**src/rtl/core/multilevel_ready_queue_unit_defines.svh**
```systemverilog
// assertion helpers for the ready queue unit rtl
`ifndef MULTILEVEL_READY_QUEUE_UNIT_DEFINES_SVH
`define MULTILEVEL_READY_QUEUE_UNIT_DEFINES_SVH

// same-cycle implication, disabled while reset is low
`define MLRQ_CHECK(label, clk, rstn, ante, cons, msg) \
    label: assert property (@(posedge clk) disable iff (!(rstn)) (ante) |-> (cons)) \
        else $error(msg);

// next-cycle implication, disabled while reset is low
`define MLRQ_CHECK_NEXT(label, clk, rstn, ante, cons, msg) \
    label: assert property (@(posedge clk) disable iff (!(rstn)) (ante) |=> (cons)) \
        else $error(msg);

`endif

```
**src/rtl/core/mlrq_pkg.sv**
```systemverilog
`timescale 1ns / 1ps

package mlrq_pkg;

    // fixed field widths of the item channels
    localparam int ID_W  = 6;
    localparam int LVL_W = 5;

    // command codes
    localparam logic [1:0] CMD_INSERT = 2'd0;
    localparam logic [1:0] CMD_REMOVE = 2'd1;
    localparam logic [1:0] CMD_PICK   = 2'd2;

    // status codes
    localparam logic [1:0] ST_DONE = 2'd0;
    localparam logic [1:0] ST_MISS = 2'd1;
    localparam logic [1:0] ST_DUP  = 2'd2;

    typedef struct packed {
        logic [1:0]       cmd;
        logic [ID_W-1:0]  thread_id;
        logic [LVL_W-1:0] priority_req;
    } mlrq_in_t;

    typedef struct packed {
        logic [1:0]       status;
        logic [ID_W-1:0]  picked_thread;
        logic [LVL_W-1:0] picked_level;
    } mlrq_out_t;

endpackage

```
**src/rtl/core/multilevel_ready_queue_unit.sv**
```systemverilog
`timescale 1ns / 1ps
`include "multilevel_ready_queue_unit_defines.svh"

// Ready queue scheduler: one FIFO of thread ids per priority level.
// Input channel s_valid/s_ready/s_item carries a command (insert, remove,
// pick), a thread id and a priority level. Result channel m_valid/m_ready/
// m_item returns one item per command: status, picked thread, picked level.
// Pick serves the head of the lowest-numbered non-empty level.
// An accepted command is held in the execute register and its result is
// registered into the output register behind m_valid and m_item.
// Throughput: one command per cycle while results are taken. Link
// memories are read at accept and the command executes in the following
// cycle against the forwarded data; the find-first over level flags and
// the head select set the cycle. Reset (aresetn low, synchronous) empties
// every level, then the thread status memory is cleared one entry per
// cycle; s_ready stays low during that pass.
// When the receiver stalls, the result stays in the output register, one
// more command is taken into the execute register, and s_ready then drops
// until the result is taken.
module multilevel_ready_queue_unit
    import mlrq_pkg::*;
#(
    parameter int NUM_THREADS = 64,
    parameter int NUM_LEVELS  = 32
) (
    input  logic      aclk,
    input  logic      aresetn,
    input  logic      s_valid,
    output logic      s_ready,
    input  mlrq_in_t  s_item,
    output logic      m_valid,
    input  logic      m_ready,
    output mlrq_out_t m_item
);

    localparam int TIW = $clog2(NUM_THREADS);
    localparam int LIW = $clog2(NUM_LEVELS);
    localparam int THW = LIW + 1;

    // level table: head, tail and non-empty flag per level
    logic [TIW-1:0]        lvl_head_reg [NUM_LEVELS];
    logic [TIW-1:0]        lvl_tail_reg [NUM_LEVELS];
    logic [NUM_LEVELS-1:0] lvl_ne_reg;
    logic [NUM_LEVELS-1:0] lvl_ne_next;

    // clear pass of thread status memory
    logic           clr_active_reg;
    logic [TIW-1:0] clr_addr_reg;

    // execute register
    logic           x_valid_reg;
    logic [1:0]     x_cmd_reg;
    logic [TIW-1:0] x_tid_reg;
    logic [LIW-1:0] x_lvl_reg;
    logic           x_rng_ok_reg;
    logic           x_ne_reg;
    logic [TIW-1:0] x_head_reg;
    logic [TIW-1:0] x_tail_reg;
    logic [TIW-1:0] x_nrd_reg;

    // forwarding of the write made at the read edge
    logic           nf_en_reg;
    logic [TIW-1:0] nf_addr_reg;
    logic [TIW-1:0] nf_data_reg;
    logic           pf_en_reg;
    logic [TIW-1:0] pf_addr_reg;
    logic [TIW-1:0] pf_data_reg;
    logic           tf_en_reg;
    logic [TIW-1:0] tf_addr_reg;
    logic [THW-1:0] tf_data_reg;

    // output register
    logic      m_valid_reg;
    mlrq_out_t m_item_reg;
    mlrq_out_t res_next;

    // memory ports
    logic [TIW-1:0] next_rdata;
    logic [TIW-1:0] prev_rdata;
    logic [THW-1:0] thr_rdata;
    logic           thr_we;
    logic [TIW-1:0] thr_waddr;
    logic [THW-1:0] thr_wdata;

    // execute stage signals
    logic           out_free;
    logic           x_fire;
    logic           s_fire;
    logic [TIW-1:0] nx_q;
    logic [TIW-1:0] pv_q;
    logic [THW-1:0] th_q;
    logic           th_queued;
    logic [LIW-1:0] th_lvl;
    logic [1:0]     res_status;
    logic           lw_en;
    logic           lw_ne;
    logic [TIW-1:0] lw_head;
    logic [TIW-1:0] lw_tail;
    logic           nw_en;
    logic [TIW-1:0] nw_addr;
    logic [TIW-1:0] nw_data;
    logic           pw_en;
    logic [TIW-1:0] pw_addr;
    logic [TIW-1:0] pw_data;
    logic           tw_en;
    logic [TIW-1:0] tw_addr;
    logic [THW-1:0] tw_data;

    // accept stage signals
    logic           pick_any;
    logic [LIW-1:0] pick_lvl;
    logic           acc_pick;
    logic [LIW-1:0] acc_lvl;
    logic           acc_ne;
    logic           lw_hit;
    logic [TIW-1:0] acc_head;
    logic [TIW-1:0] acc_tail;
    logic [TIW-1:0] acc_tid;
    logic [TIW-1:0] acc_nrd;
    logic           acc_rng;

    // handshake
    assign out_free = !m_valid_reg || m_ready;
    assign x_fire   = x_valid_reg && out_free;
    assign s_ready  = !clr_active_reg && (!x_valid_reg || out_free);
    assign s_fire   = s_valid && s_ready;
    assign m_valid  = m_valid_reg;
    assign m_item   = m_item_reg;

    // memory data with the same-edge write forwarded
    assign nx_q = (nf_en_reg && nf_addr_reg == x_nrd_reg) ? nf_data_reg : next_rdata;
    assign pv_q = (pf_en_reg && pf_addr_reg == x_tid_reg) ? pf_data_reg : prev_rdata;
    assign th_q = (tf_en_reg && tf_addr_reg == x_tid_reg) ? tf_data_reg : thr_rdata;
    assign th_queued = th_q[LIW];
    assign th_lvl    = th_q[LIW-1:0];

    // execute one command: status, level update and link writes
    always_comb begin
        res_status = ST_MISS;
        lw_en      = 1'b0;
        lw_ne      = x_ne_reg;
        lw_head    = x_head_reg;
        lw_tail    = x_tail_reg;
        nw_en      = 1'b0;
        nw_addr    = x_tail_reg;
        nw_data    = x_tid_reg;
        pw_en      = 1'b0;
        pw_addr    = x_tid_reg;
        pw_data    = x_tail_reg;
        tw_en      = 1'b0;
        tw_addr    = x_tid_reg;
        tw_data    = '0;
        res_next   = '0;
        case (x_cmd_reg)
            CMD_INSERT: begin
                if (x_rng_ok_reg) begin
                    if (th_queued) begin
                        res_status = ST_DUP;
                    end else begin
                        res_status = ST_DONE;
                        lw_en      = 1'b1;
                        lw_ne      = 1'b1;
                        lw_tail    = x_tid_reg;
                        tw_en      = 1'b1;
                        tw_data    = {1'b1, x_lvl_reg};
                        if (!x_ne_reg) begin
                            lw_head = x_tid_reg;
                        end else begin
                            // append behind the old tail
                            nw_en = 1'b1;
                            pw_en = 1'b1;
                        end
                    end
                end
            end
            CMD_REMOVE: begin
                if (x_rng_ok_reg && th_queued && th_lvl == x_lvl_reg) begin
                    res_status = ST_DONE;
                    lw_en      = 1'b1;
                    tw_en      = 1'b1;
                    if (x_head_reg == x_tail_reg) begin
                        lw_ne = 1'b0;
                    end else if (x_tid_reg == x_head_reg) begin
                        lw_head = nx_q;
                    end else if (x_tid_reg == x_tail_reg) begin
                        lw_tail = pv_q;
                    end else begin
                        // unlink from the middle of the list
                        nw_en   = 1'b1;
                        nw_addr = pv_q;
                        nw_data = nx_q;
                        pw_en   = 1'b1;
                        pw_addr = nx_q;
                        pw_data = pv_q;
                    end
                end
            end
            CMD_PICK: begin
                if (x_ne_reg) begin
                    res_status             = ST_DONE;
                    res_next.picked_thread = ID_W'(x_head_reg);
                    res_next.picked_level  = LVL_W'(x_lvl_reg);
                    lw_en                  = 1'b1;
                    tw_en                  = 1'b1;
                    tw_addr                = x_head_reg;
                    if (x_head_reg == x_tail_reg) begin
                        lw_ne = 1'b0;
                    end else begin
                        lw_head = nx_q;
                    end
                end
            end
            default: begin
            end
        endcase
        res_next.status = res_status;
    end

    // level flags as they stand after this cycle's commit
    always_comb begin
        lvl_ne_next = lvl_ne_reg;
        if (x_fire && lw_en) begin
            lvl_ne_next[x_lvl_reg] = lw_ne;
        end
    end

    // find first non-empty level
    always_comb begin
        pick_any = 1'b0;
        pick_lvl = '0;
        for (int i = NUM_LEVELS - 1; i >= 0; i--) begin
            if (lvl_ne_next[i]) begin
                pick_any = 1'b1;
                pick_lvl = LIW'(i);
            end
        end
    end

    // accept side: level lookup with bypass of the committing command
    assign acc_pick = s_item.cmd == CMD_PICK;
    assign acc_lvl  = acc_pick ? pick_lvl : LIW'(s_item.priority_req);
    assign acc_ne   = acc_pick ? pick_any : lvl_ne_next[acc_lvl];
    assign lw_hit   = x_fire && lw_en && (x_lvl_reg == acc_lvl);
    assign acc_head = lw_hit ? lw_head : lvl_head_reg[acc_lvl];
    assign acc_tail = lw_hit ? lw_tail : lvl_tail_reg[acc_lvl];
    assign acc_tid  = TIW'(s_item.thread_id);
    assign acc_nrd  = acc_pick ? acc_head : acc_tid;
    assign acc_rng  = (32'(s_item.thread_id) < NUM_THREADS)
                   && (32'(s_item.priority_req) < NUM_LEVELS);

    // thread status write port, shared with the clear pass
    always_comb begin
        if (clr_active_reg) begin
            thr_we    = 1'b1;
            thr_waddr = clr_addr_reg;
            thr_wdata = '0;
        end else begin
            thr_we    = x_fire && tw_en;
            thr_waddr = tw_addr;
            thr_wdata = tw_data;
        end
    end

    mlrq_ram #(
        .WIDTH (TIW),
        .DEPTH (NUM_THREADS)
    ) u_next_ram (
        .aclk  (aclk),
        .we    (x_fire && nw_en),
        .waddr (nw_addr),
        .wdata (nw_data),
        .re    (s_fire),
        .raddr (acc_nrd),
        .rdata (next_rdata)
    );

    mlrq_ram #(
        .WIDTH (TIW),
        .DEPTH (NUM_THREADS)
    ) u_prev_ram (
        .aclk  (aclk),
        .we    (x_fire && pw_en),
        .waddr (pw_addr),
        .wdata (pw_data),
        .re    (s_fire),
        .raddr (acc_tid),
        .rdata (prev_rdata)
    );

    mlrq_ram #(
        .WIDTH (THW),
        .DEPTH (NUM_THREADS)
    ) u_thr_ram (
        .aclk  (aclk),
        .we    (thr_we),
        .waddr (thr_waddr),
        .wdata (thr_wdata),
        .re    (s_fire),
        .raddr (acc_tid),
        .rdata (thr_rdata)
    );

    // control state
    always_ff @(posedge aclk) begin
        if (!aresetn) begin
            clr_active_reg <= 1'b1;
            clr_addr_reg   <= '0;
            lvl_ne_reg     <= '0;
            x_valid_reg    <= 1'b0;
            m_valid_reg    <= 1'b0;
            nf_en_reg      <= 1'b0;
            pf_en_reg      <= 1'b0;
            tf_en_reg      <= 1'b0;
        end else begin
            if (clr_active_reg) begin
                clr_addr_reg <= clr_addr_reg + 1'b1;
                if (clr_addr_reg == TIW'(NUM_THREADS - 1)) begin
                    clr_active_reg <= 1'b0;
                end
            end
            lvl_ne_reg <= lvl_ne_next;
            if (s_fire) begin
                x_valid_reg <= 1'b1;
                nf_en_reg   <= x_fire && nw_en;
                pf_en_reg   <= x_fire && pw_en;
                tf_en_reg   <= x_fire && tw_en;
            end else if (x_fire) begin
                x_valid_reg <= 1'b0;
            end
            if (x_fire) begin
                m_valid_reg <= 1'b1;
            end else if (m_ready) begin
                m_valid_reg <= 1'b0;
            end
        end
    end

    // payload registers
    always_ff @(posedge aclk) begin
        if (s_fire) begin
            x_cmd_reg    <= s_item.cmd;
            x_tid_reg    <= acc_tid;
            x_lvl_reg    <= acc_lvl;
            x_rng_ok_reg <= acc_rng;
            x_ne_reg     <= acc_ne;
            x_head_reg   <= acc_head;
            x_tail_reg   <= acc_tail;
            x_nrd_reg    <= acc_nrd;
            nf_addr_reg  <= nw_addr;
            nf_data_reg  <= nw_data;
            pf_addr_reg  <= pw_addr;
            pf_data_reg  <= pw_data;
            tf_addr_reg  <= tw_addr;
            tf_data_reg  <= tw_data;
        end
        if (x_fire) begin
            m_item_reg <= res_next;
        end
        if (x_fire && lw_en) begin
            lvl_head_reg[x_lvl_reg] <= lw_head;
            lvl_tail_reg[x_lvl_reg] <= lw_tail;
        end
    end

    `MLRQ_CHECK(a_no_accept_in_clear, aclk, aresetn, clr_active_reg, !s_ready,
        "item accepted during clear pass")
    `MLRQ_CHECK(a_pick_from_live_level, aclk, aresetn,
        x_fire && x_cmd_reg == CMD_PICK && res_status == ST_DONE,
        lvl_ne_reg[x_lvl_reg], "pick served an empty level")
    `MLRQ_CHECK(a_empty_only_single, aclk, aresetn, x_fire && lw_en && !lw_ne,
        x_head_reg == x_tail_reg, "level emptied while holding several threads")
    `MLRQ_CHECK_NEXT(a_flag_update, aclk, aresetn, x_fire && lw_en,
        lvl_ne_reg[$past(x_lvl_reg)] == $past(lw_ne), "level flag not updated")

endmodule

```
**src/rtl/core/mlrq_ram.sv**
```systemverilog
`timescale 1ns / 1ps

module mlrq_ram #(
    parameter int WIDTH = 8,
    parameter int DEPTH = 64,
    localparam int AW   = $clog2(DEPTH)
) (
    input  logic             aclk,
    input  logic             we,
    input  logic [AW-1:0]    waddr,
    input  logic [WIDTH-1:0] wdata,
    input  logic             re,
    input  logic [AW-1:0]    raddr,
    output logic [WIDTH-1:0] rdata
);

    logic [WIDTH-1:0] mem [DEPTH];

    // one write port, one registered read port, read returns old data on collision
    always_ff @(posedge aclk) begin
        if (we) begin
            mem[waddr] <= wdata;
        end
        if (re) begin
            rdata <= mem[raddr];
        end
    end

endmodule
```
**config.mk**
```make
export PLATFORM = sky130hd
export DESIGN_NAME = multilevel_ready_queue_unit
export DESIGN_NICKNAME = d
export VERILOG_FILES = /design/src/rtl/core/mlrq_pkg.sv /design/src/rtl/core/multilevel_ready_queue_unit.sv /design/src/rtl/core/mlrq_ram.sv
export VERILOG_INCLUDE_DIRS = /design/src /design/src/rtl/core
export SDC_FILE = /design/constraint.sdc
export NUM_CORES = 2
export LEC_CHECK = 0
export ABC_AREA = 1
export BUFFER_PORTS_ARGS = -buffer_cell sky130_fd_sc_hd__buf_2
export CORE_MARGIN = 3
export CORE_UTILIZATION = 57
export DETAILED_ROUTE_END_ITERATION = 8
export HOLD_SLACK_MARGIN = 0.02
export PLACE_DENSITY = 0.74
export REMOVE_ABC_BUFFERS = 1
export SYNTH_ARGS = -nofsm -noshare
export SYNTH_HDL_FRONTEND = slang
export SYNTH_SLANG_ARGS = --single-unit
```
**constraint.sdc**
```tcl
create_clock -name aclk -period 7.25 [get_ports aclk]
set_input_delay 0.3625 -clock aclk [delete_from_list [all_inputs] [get_ports aclk]]
set_output_delay 0.3625 -clock aclk [all_outputs]
set_load 0.005 [all_outputs]
```
; ---- Yosys cells after proc, flatten, opt, wreduce, memory -nomap -nowiden
; Memory sizes are Yosys's and may differ from the RTL's. A register that Yosys moved wholly into a read port is not among the register bits.
; Index checks and enable logic that the tools add are counted.
[totals]
latchBits = 0
register_bits = 106
out_inout_bits = 15
mem_bits_rw = 1536
mem_count = 5
rom_bits = 0
inputBits = 17
[mem_list]
columns = name, words, width, rd, rd_clocked_by_memory_dff, write_ports, line
row1 = u_next_ram.mem, 64, 6, 1, 1, 1, mlrq_ram.sv:17  ; logic [WIDTH-1:0] mem [DEPTH];
row2 = u_prev_ram.mem, 64, 6, 1, 1, 1, mlrq_ram.sv:17
row3 = u_thr_ram.mem, 64, 6, 1, 1, 1, mlrq_ram.sv:17
row4 = lvl_head_reg, 32, 6, 1, 0, 1, multilevel_ready_queue_unit.sv:41  ; logic [TIW-1:0] lvl_head_reg [NUM_LEVELS];
row5 = lvl_tail_reg, 32, 6, 1, 1, 1, multilevel_ready_queue_unit.sv:42  ; logic [TIW-1:0] lvl_tail_reg [NUM_LEVELS];
[classes]
n_bitwise = 0
div = 0
mul = 0
order_cmp = 3
shifts = 0
n_addsub = 1
n_reduce_logical = 20
muxes = 139
eq_ne = 12
[ops]
columns = op, count
row1 = 6-bit two-way mux, 32
row2 = 5-bit two-way mux, 33
row3 = 1-bit two-way mux, 63
row4 = 6-bit == test, 6
row5 = 32-bit bitwise mux, 1
row6 = 32-bit two-way mux, 1
row7 = 6-bit one-hot mux with 3 select lines, 1
row8 = "5-bit by 6-bit less-than comparator with 1-bit output, second input constant", 2
row9 = 6-bit one-hot mux with 2 select lines, 1
row10 = 1-bit logical AND, 11
row11 = 5-bit == test, 2
row12 = "6-bit by 1-bit adder with 6-bit output, second input constant", 1
row13 = "6-bit == test, second input constant", 1
row14 = 1-bit one-hot mux with 3 select lines, 2
row15 = 2-bit one-hot mux with 3 select lines, 1
row16 = 1-bit binary-select mux with 5-bit select, 1
row17 = 1-bit demux with 5-bit select, 1
row18 = "5-bit by 1-bit greater-or-equal comparator with 1-bit output, second input constant", 1
row19 = "2-bit == test, second input constant", 2
row20 = 2-bit nonzero test, 2
row21 = 1-bit logical NOT, 3
row22 = "2-bit by 1-bit == test with 1-bit output, second input constant", 1
row23 = 2-bit logical NOT, 1
row24 = 1-bit logical OR, 2
row25 = 3 further kinds, 3

; ---- Logic depth before layout (Yosys ltp)
[logic_depth]
word_depth = 46
depth_mapped = 65
mapped_depth_nobuf = 63

; ---- Hierarchy
; A second synthesis with hierarchy kept.
[hier_totals]
cells_unflattened = 6439
hier_area_um2 = 70827.9
[modules_own_cells]
columns = mod, seq_area_each_um2, area_per_inst_um2, n_inst, cells_per_inst
row1 = mlrq_ram (u_prev_ram ...), 11711.2, 15990.3, 2, 1376
row2 = multilevel_ready_queue_unit, 14463.9, 22844.4, 1, 2294
row3 = mlrq_ram (u_next_ram), 11711.2, 16002.8, 1, 1393

; ---- Least setup slack after synthesis
; OpenSTA, ideal clock, no wires.
[synth_timing]
kind = register to register
start = register x_tid_reg[0]
end = register u_next_ram.rdata[3], read port of u_next_ram.mem, data pin
setup_ps = 253
stages_incl_launch_ff = 40
arrival_time_ps = 5391
slack_ps = 1606
synth_period_minus_slack_ps = 5644
cell_sequence = edfxtp_1 nand2_1 nand2_1 nor3_4 nand2_2 o21ai_2 nand2_1 nor2_2 nand4_1 nand2_2 nand2_4 inv_4 nand3_2 nor2_1 nand2_1 o21ai_1 nand2_1 nor4_1 [4 not listed] buf_4 nand2_1 a221oi_1 nand4_1 a21oi_1 nand3_2 clkinv_1 nand2_1 nand3_2 buf_2 buf_2 nand3b_1 nand3_1 nand3_1 nand3_1 nand3_1 nand3_1 nand2_1
[synth_via]
elab_chain_cells = 46
elab_cells_between_ends = 59
[synth_rtl]
columns = item, line
row1 = "start, declared", multilevel_ready_queue_unit.sv:53  ; logic [TIW-1:0] x_tid_reg;
row2 = "start signal, assigned", multilevel_ready_queue_unit.sv:342  ; x_tid_reg <= acc_tid;
row3 = "parallel branches: the longest is 44 deep, another holds 32-bit bitwise mux", n/a
row4 = 6-bit two-way mux *, multilevel_ready_queue_unit.sv:244  ; assign acc_head = lw_hit ? lw_head : lvl_head_reg[acc_lvl];
row5 = 6-bit two-way mux *, multilevel_ready_queue_unit.sv:247  ; assign acc_nrd = acc_pick ? acc_head : acc_tid;
row6 = "end, declared", mlrq_ram.sv:14  ; output logic [WIDTH-1:0] rdata
; Mark *: on every way between the ends.
; A chain may end at the register's enable or synchronous reset.

; ---- Final worst setup path
[layout_timing]
start = register x_tid_reg[3]
end = register u_next_ram.rdata[5], read port of u_next_ram.mem, data pin
; The elaborated chain is that of the path after synthesis.

==> metrics.md <==
| Metric | Value |
|---|---|
| DP Wirelength | 106.8 mm |
| Netlist cell types | around 60 |
| Mapped Area | ~0.070 sq mm |
| Max VDD drop | between 150 and 200 uV |
| Crit path DAT | approximately 7.4 ns |
| Worst Setup Path Type | register to register |
| DR vias/cell | 6.282 |
| Status | completed |
| DIE WIDTH | 357.4 um |
| Remaining global-route overflow | 0 |
| Maxcap violations | 0 |
| Fin crit period | 6.787 ns |
| H-tree depth | 4 |
| Final setup margin | between 0.4 and 0.5 ns |
| P per Cell Area | about 250 mW/mm^2 |
| Top cells by area, synth | edfxtp_1, nor2_1, o21ai_0 |
| Root Buffer | clkbuf_16 |
| Clk slew on worst S/H paths | approximately 0.06 ns |
| Total Routing Usage GR | between 20% and 30% |
| Max Clk Rate | between 100 and 150 MHz |
| Top flop regs | u_next_ram.mem: 384 flops, u_prev_ram.mem: 384 flops, u_thr_ram.mem: 384 flops |
| Area Overhead vs Synth | 10.97% |
| First-pass GRT wire length | between 200 and 300 mm |
| Num rows | around 130 |
| Drt initial violations | between 7000 and 8000 |
| Critical-path top delay cell | edfxtp_1 |
| Final worst path period share | a little over nine tenths |
| Port buffer count | 31 |
| Bufs and invs on worst path | 7 |
| Initial antenna violation count | 3 |
| Sink Count | ~1700 |
| Core box area | ~0.12 sq mm |
| GR Layer Usage met1 | between 40% and 50% |
| EDFF count, synth | about 1600 |
| Number of global-route vias before repair | about 46000 |
| Leak pwr | around 27 nW |
| Residual DRC count | 0 |
| Worst min-delay path class | input port to register |
| Die ar. | roughly 0.13 sq mm |
| Share of cells above drive strength 1 | under 10% |
| Later-pin clock latency in the skew report | about 0.81 ns |
| Synth top area share | ~69% |
| CP max stage delay | around 0.43 ns |
| Final setup viols | 0 |
| Pre-CTS WS | around 0.31 ns |
| Antenna-violating nets left | 0 |
| Final Net Count | 6074 |
| Final-report hold violation count | 0 |
| Gpl congestion | 0.9381 |
| Clock Skew | roughly 0.031 ns |
| Max_slew headroom | a little under a fifth |
| CP Max Fanout | 42 |
| Maximum root-to-sink buffer count | 3 |
| Most frequent CP cell | nand2_1 |
| I/O Pins | 32 |
| CTS tree | built |
| Worst path top cell family by delay | simple AND/OR/NAND/NOR gates |
| YS warnings | 0 |
| Post-Syn Instances | roughly 6000 |
| Pwr Total | just under 20 mW |
| Drt total wl | approximately 190 mm |
| Flops & latches, synth | ~1700 |
| CTS Buf Count | roughly 160 |
| Post-synth ARST share | 0% |
| Avg Cell Area, Syn | ~12 sq um |
| Met3 global-route usage | under 10% |
| Die Y | 357.4 um |
| GR Layer Usage met2 | between 40 and 50% |
| Area leader, netlist | edfxtp_1 |
| Startpoint types | register |
| Post-synth top flop | edfxtp_1 |
| Seq/Total Area, Yosys | between 70% and 80% |
| GRT Max-Usage Layer | met2 |
| Via count | 49100 |
| Drt pass-1 iters | 8 |
| Initial Util | 57.60% |
| Slew Limit Fails | 0 |
| Worst Setup End Kind | register |
| WL/cell | approximately 24 um |
| Largest net degree at the start of global routing | between 150 and 200 |
| Req. time, crit path | around 7.8 ns |
| Least-Margin Pin Slew | around 1.2 ns |
## area by class of cell
| type | count | area (sq um) |
|---|---|---|
| diodes | 1 | 2.502 |
| clock buffers | 217 | 4457 |
| clock inverters | 82 | 711.9 |
| fillers | 8962 | 44090 |
| inverters | 425 | 1632 |
| multi-input cells | 3601 | 17750 |
| flip-flops and latches | 1666 | 49600 |
| well taps | 1625 | 2033 |
| repair buffers | 199 | 1921 |
## cells in the final DEF, fill, tap and decap left out, types with 6 or more instances in the layout
master,n
o21ai_0,680
buf_4,128
nand3b_1,153
inv_2,22
o221ai_1,62
buf_2,28
clkbuf_16,176
nor3_1,11
o32ai_1,8
nand4_1,17
nand2_2,10
nor2_2,6
nor2_1,1008
clkbuf_8,9
dfxtp_1,43
nand2_1,597
o21ai_1,33
clkinv_1,45
nand3_1,539
o21bai_1,11
bufinv_16,10
inv_1,388
nand3_2,7
nand2_4,10
buf_12,14
clkbuf_1,41
a21oi_1,56
clkinv_8,6
o22ai_1,243
edfxtp_1,1623
mux2i_1,9
nor2_4,10
o21a_1,7
o211ai_1,60
buf_6,9
clkinv_2,21
## metrics by stage
step,cell area (sq um),utilization [%],instances,hold slack (ns),TNS (ns)
final,78110,63.92,7816,0.05118,0
after global placement,72240,59.12,7472,0.4786,0
after detailed placement,72240,59.12,7472,0.5052,0
after floorplan,68720,-,5688,0.4387,-46.56
after CTS,77440,63.37,7774,0.03953,0
after global routing,78110,63.92,7815,0.08399,-0.008668
## kinds of logic (layout without fill, tap and decap cells)
group / count (synthesis) / count (layout) / synth area share, %
mux: 9 / 9 / 0.1280
flops: 1666 / 1666 / 70.46
xor+xnor: 8 / 8 / 0.09955
other cells: 0 / 1 / 0
fa+ha+maj: 1 / 1 / 0.01777
buf+inv: 792 / 923 / 4.650
compound gates: 1199 / 1201 / 9.833
simple gates: 2380 / 2382 / 14.81
## Yosys cell counts, types with 3 or more instances
| cell type | instances |
|---|---|
| o32ai_1 | 8 |
| clkinv_1 | 10 |
| o22ai_1 | 243 |
| o21a_1 | 7 |
| nand2_4 | 3 |
| buf_4 | 29 |
| o221ai_1 | 65 |
| xnor2_1 | 3 |
| o21ai_0 | 680 |
| buf_6 | 11 |
| inv_1 | 403 |
| edfxtp_1 | 1623 |
| nor2_2 | 5 |
| a21oi_1 | 56 |
| o311ai_0 | 5 |
| nand3_1 | 542 |
| xor2_1 | 5 |
| o21ai_2 | 6 |
| nand3b_1 | 153 |
| a221oi_1 | 3 |
| o21ai_1 | 33 |
| nand4_1 | 17 |
| nor4_1 | 5 |
| o21bai_1 | 11 |
| nor2_4 | 3 |
| nand3_2 | 5 |
| nor3_1 | 11 |
| o211ai_1 | 60 |
| dfxtp_1 | 43 |
| mux2i_1 | 9 |
| inv_2 | 10 |
| nand2_1 | 599 |
| clkbuf_1 | 240 |
| nand2_2 | 14 |
| buf_2 | 74 |
| buf_1 | 12 |
| nor2_1 | 1016 |
## repair_timing
item / CTS / global route
endpoints found under the hold margin: 10 / 0
hold buffers: 3 / 0
gates resized for setup: 0 / 37
setup endpoints to repair: 0 / 6
buffers inserted: 0 / 28
## power breakdown
group | switching (mW) | leakage (nW) | total (mW) | internal, mW
Combinational | 0.853 | 9.65 | 1.20 | 0.352
Sequential | 0.00397 | 14.7 | 10.4 | 10.4
Clock | 3.57 | 2.52 | 8.25 | 4.68
## tightest hold or removal path, delay by kind of cell
kind            cells  cell delay, ns
compound gates      1            0.12
buf+inv             2            0.11
simple gates        1            0.20
## per-layer routing
metal / vias up / wire length [um] / part of all wire [%]
met1: 23570 / 72720 / 39
met3: 489 / 21930 / 12
li1: 21730 / - / -
met4: 4 / 7077 / 3.7
met2: 3311 / 87130 / 46
met5: - / 27 / 0.014
## final timing paths
path	startpoint	to	slack, ns	cells past startpoint
worst max register to register	x_tid_reg[3]	u_next_ram.rdata[5]	0.46	40
worst max-delay path	x_tid_reg[3]	u_next_ram.rdata[5]	0.46	40
worst min-delay path	m_ready	m_valid	0.05	4
worst min register to register	clr_addr_reg[2]	clr_addr_reg[2]	0.52	2
Power figures use the tool's default switching activity.
